File: src/rtl/core/arpc_ram.sv
module arpc_ram #(
  parameter int unsigned Width = 8,
  parameter int unsigned Depth = 16,
  parameter int unsigned AddrW = (Depth > 1) ? $clog2(Depth) : 1
) (
  input  logic             clk_i,
  input  logic             we_i,
  input  logic [AddrW-1:0] waddr_i,
  input  logic [Width-1:0] wdata_i,
  input  logic [AddrW-1:0] raddr_i,
  output logic [Width-1:0] rdata_o
);

  logic [Width-1:0] mem_q [Depth];

  always_ff @(posedge clk_i) begin
    if (we_i) begin
      mem_q[waddr_i] <= wdata_i;
    end
    rdata_o <= mem_q[raddr_i];
  end

endmodule

File: config.mk
export PLATFORM = sky130hd
export DESIGN_NAME = arpc_ram
export DESIGN_NICKNAME = d
export VERILOG_FILES = /design/src/rtl/core/arpc_ram.sv
export SDC_FILE = /design/constraint.sdc
export NUM_CORES = 1
export LEC_CHECK = 0
export BUFFER_PORTS_ARGS = -buffer_cell sky130_fd_sc_hd__buf_4
export CORE_MARGIN = 3
export CORE_UTILIZATION = 50
export DETAILED_ROUTE_END_ITERATION = 8
export PLACE_DENSITY = 0.67
export SETUP_SLACK_MARGIN = 0.05
export SLEW_MARGIN = 20
export SYNTH_ARGS = -nofsm -noshare
export SYNTH_HDL_FRONTEND = slang
export SYNTH_SLANG_ARGS = --single-unit
File: constraint.sdc
create_clock -name clk_i -period 3.2 [get_ports clk_i]
set_clock_uncertainty 0.2 [all_clocks]
set_input_delay 0.16 -clock clk_i [delete_from_list [all_inputs] [get_ports clk_i]]
set_output_delay 0.16 -clock clk_i [all_outputs]
set_load 0.02 [all_outputs]
==> metrics.csv <==
stage;metric;value;unit
cells_and_area;antenna_cells;0;
grt;grt-ovfl-total;0;
route;wire_per_inst;22.5;um
route;drt-initial-drc-count;120;
floorplanning;num_io_pins;26;
grt;antenna_found_initial;0;
cells_and_area;fin_cells;424;
clocking;clockBufferDepth;2;
route;routed_via_density;5.77;
grt;grt_pass1_vias;2535;
logic_synthesis;synth_warnings;0;
logic_synthesis;syn_avg_cell_area;22.5;um2
critical_path;cp-start-kind;input pin;
timing;worst_slew_pin_slew;0.931;ns
worst_hold_path;hold_class;input pin to flip-flop;
clocking;cts_max_level;4;
logic_synthesis;ys_types;19;
critical_path;critPathCaptureType;flip-flop;
logic_synthesis;syn_area;5150;um2
logic_synthesis;synth_nets;247;
floorplanning;fp-row-count;36;
placement;placedCellCount;381;
clocking;postCtsSetupRepairBufs;0;
critical_path;cp_data_required_time;3.14;ns
logic_synthesis;postSynthRegisterBits;136;
floorplanning;die_h;107;um
power_and_ir_drop;power_density;662;nW/um2
timing;relSlewSlack;37.7;%
logic_synthesis;synthCells;229;
clocking;clock_latency;0.51;ns
logic_synthesis;yosysSeqAreaShare;77.8;%
clocking;numCtsBuffers;17;
timing;fin_crit;1.86;ns
clocking;cts_tree;built;
cells_and_area;multiInputGateArea;1060;um2
critical_path;crit_arrival;1.79;ns
placement;gp_congestion;0.721;
route;drt-pass1-iter-count;5;
grt;grt_use_total;18.3;%
timing;setup_tns;0;ns
clocking;post_cts_resized;0;
critical_path;cp_max_fo;8;
floorplanning;dieArea;11500;um2
run;cap_violations;0;
logic_synthesis;synth_area_leaders;edfxtp_1 (75%), mux4_2 (7.9%), mux4_1 (7.1%), dfxtp_1 (3.1%), a22oi_1 (2.3%);
critical_path;path_class;input pin to flip-flop;
timing;rsz0062_at_grt;false;
floorplanning;die_w;107;um
cells_and_area;fill_cells;693;
grt;grt_max_degree;33;
cells_and_area;regArea;4000;um2
placement;portBuffers;25;
timing;finalSetupViolCount;0;
cells_and_area;area_delta_synth_final;18.8;%
floorplanning;core_area;9910;um2
logic_synthesis;synth_top_area_share;74.7;%
power_and_ir_drop;p_leak;2.05;nW
timing;hold_violations;0;
timing;max_freq;0.539;GHz
grt;grt_pass1_wl;14700;um
clocking;cts.sinks;136;
cells_and_area;utilization;61.7;%
logic_synthesis;synth_largest_area_cell;edfxtp_1;
clocking;path_clk_slew;0.06;ns
cells_and_area;drive_gt1_share;24.7;%
route;drc;0;
route;routed_wl;9560;um
power_and_ir_drop;ir_drop;0.458;mV
cells_and_area;nets;296;
clocking;root_buffer;clkbuf_8;
route;num_vias;2445;
placement;hpwl;5830;um
timing;slew_violations;0;
route;detail-route-antenna-nets;0;
timing;fin_crit_sh;58.0;%
floorplanning;start_util;51.9;%
outcome;status;finished, final reports clean;
[power breakdown]
group / switching [mW] / internal, mW / total, mW
Sequential: 0.0123 / 1.99 / 2.00
Combinational: 0.116 / 0.0923 / 0.208
Clock: 0.663 / 1.17 / 1.83
[final timing paths]
check / slack [ns] / endpoint / depth (start not counted) / startpoint
max: 1.34 / mem_q[6][0] / 4 / waddr_i[0]
min: 0.03 / rdata_o[7] / 4 / raddr_i[2]
max reg2reg: 1.60 / rdata_o[6] / 3 / mem_q[2][6]
min reg2reg: 0.47 / rdata_o[6] / 3 / mem_q[14][6]
[cell usage in the layout (no fill, tap or decap)]
master	count
nor3_1	4
or3b_2	1
clkinv_1	4
bufinv_16	3
dfxtp_1	8
mux4_1	14
nor2b_1	1
and2b_1	1
edfxtp_1	128
clkbuf_16	16
dlygate4sd3_1	11
nand2b_1	2
and2_1	1
mux4_2	18
nand3b_1	2
clkbuf_8	1
nand3_1	1
clkinvlp_4	2
clkinv_2	2
nand2_1	9
nor2_1	13
clkbuf_1	4
a22oi_1	16
buf_4	29
[registers in the layout (all words and copies together), names as in the netlist]
signal,cells
rdata_o,8
mem_q,128
[per-stage QoR]
stage | area (um2) | hold slack [ns] | worst slack (ns) | power (mW)
2_1_floorplan | 5150 | 0.0589 | 1.35 | 2.15
3_3_place_gp | 5450 | 0.264 | 1.16 | 2.24
3_5_place_dp | 5450 | 0.280 | 1.16 | 2.24
4_1_cts | 6110 | 0.0102 | 1.33 | 4.07
5_1_grt | 6110 | 0.0625 | 1.26 | 4.17
6_report | 6110 | 0.0286 | 1.34 | 4.05
[per-layer routing]
metal  part of all wire, %  vias to the layer above  GRT usage (%)
met4                  0.91                        0           6.49
met5                     0                        -              0
met1                    44                     1266           25.3
met2                    50                       97           28.6
li1                      -                     1072              -
met3                   5.9                       10           4.62
[timing repair]
item | 4_1_cts | 5_1_grt
endpoints found under the setup margin | 0 | 0
hold buffers | 11 | 0
endpoints found under the hold margin | 160 | 0
[area by class of cell]
type / instances / share of cell area [%]
clock buffer: 21 / 7.02
clock inverter: 11 / 2.13
multi-input combinational: 83 / 17.3
sequential: 136 / 65.5
tap: 133 / 2.72
timing repair buffer: 40 / 5.36
[cells by family after synthesis]
group / count (synthesis) / synth area share (%)
flip-flops: 136 / 77.8
AND/OR/NAND/NOR: 35 / 3.18
multiplexers: 32 / 15.0
AO/OA/AOI/OAI: 16 / 2.33
buffers and inverters: 10 / 1.68
[Yosys cell counts (all sizes together)]
cell type and number:
and2 1, mux4 32, nor3 4, nor2 13, edfxtp 128, a22oi 16, nand2b 2, dfxtp 8
nand3 1, or3b 1, clkdlybuf4s25 3, nand3b 2, nand2 9, buf 7, and2b 1, nor2b 1
[worst max-delay path, stage by stage]
cell and delay [ns]:
dlygate4sd3_1 0.53, buf_4 0.16, nand2b_1 0.21, nor2_1 0.72
Note: power is estimated with default switching activity, not from simulation.
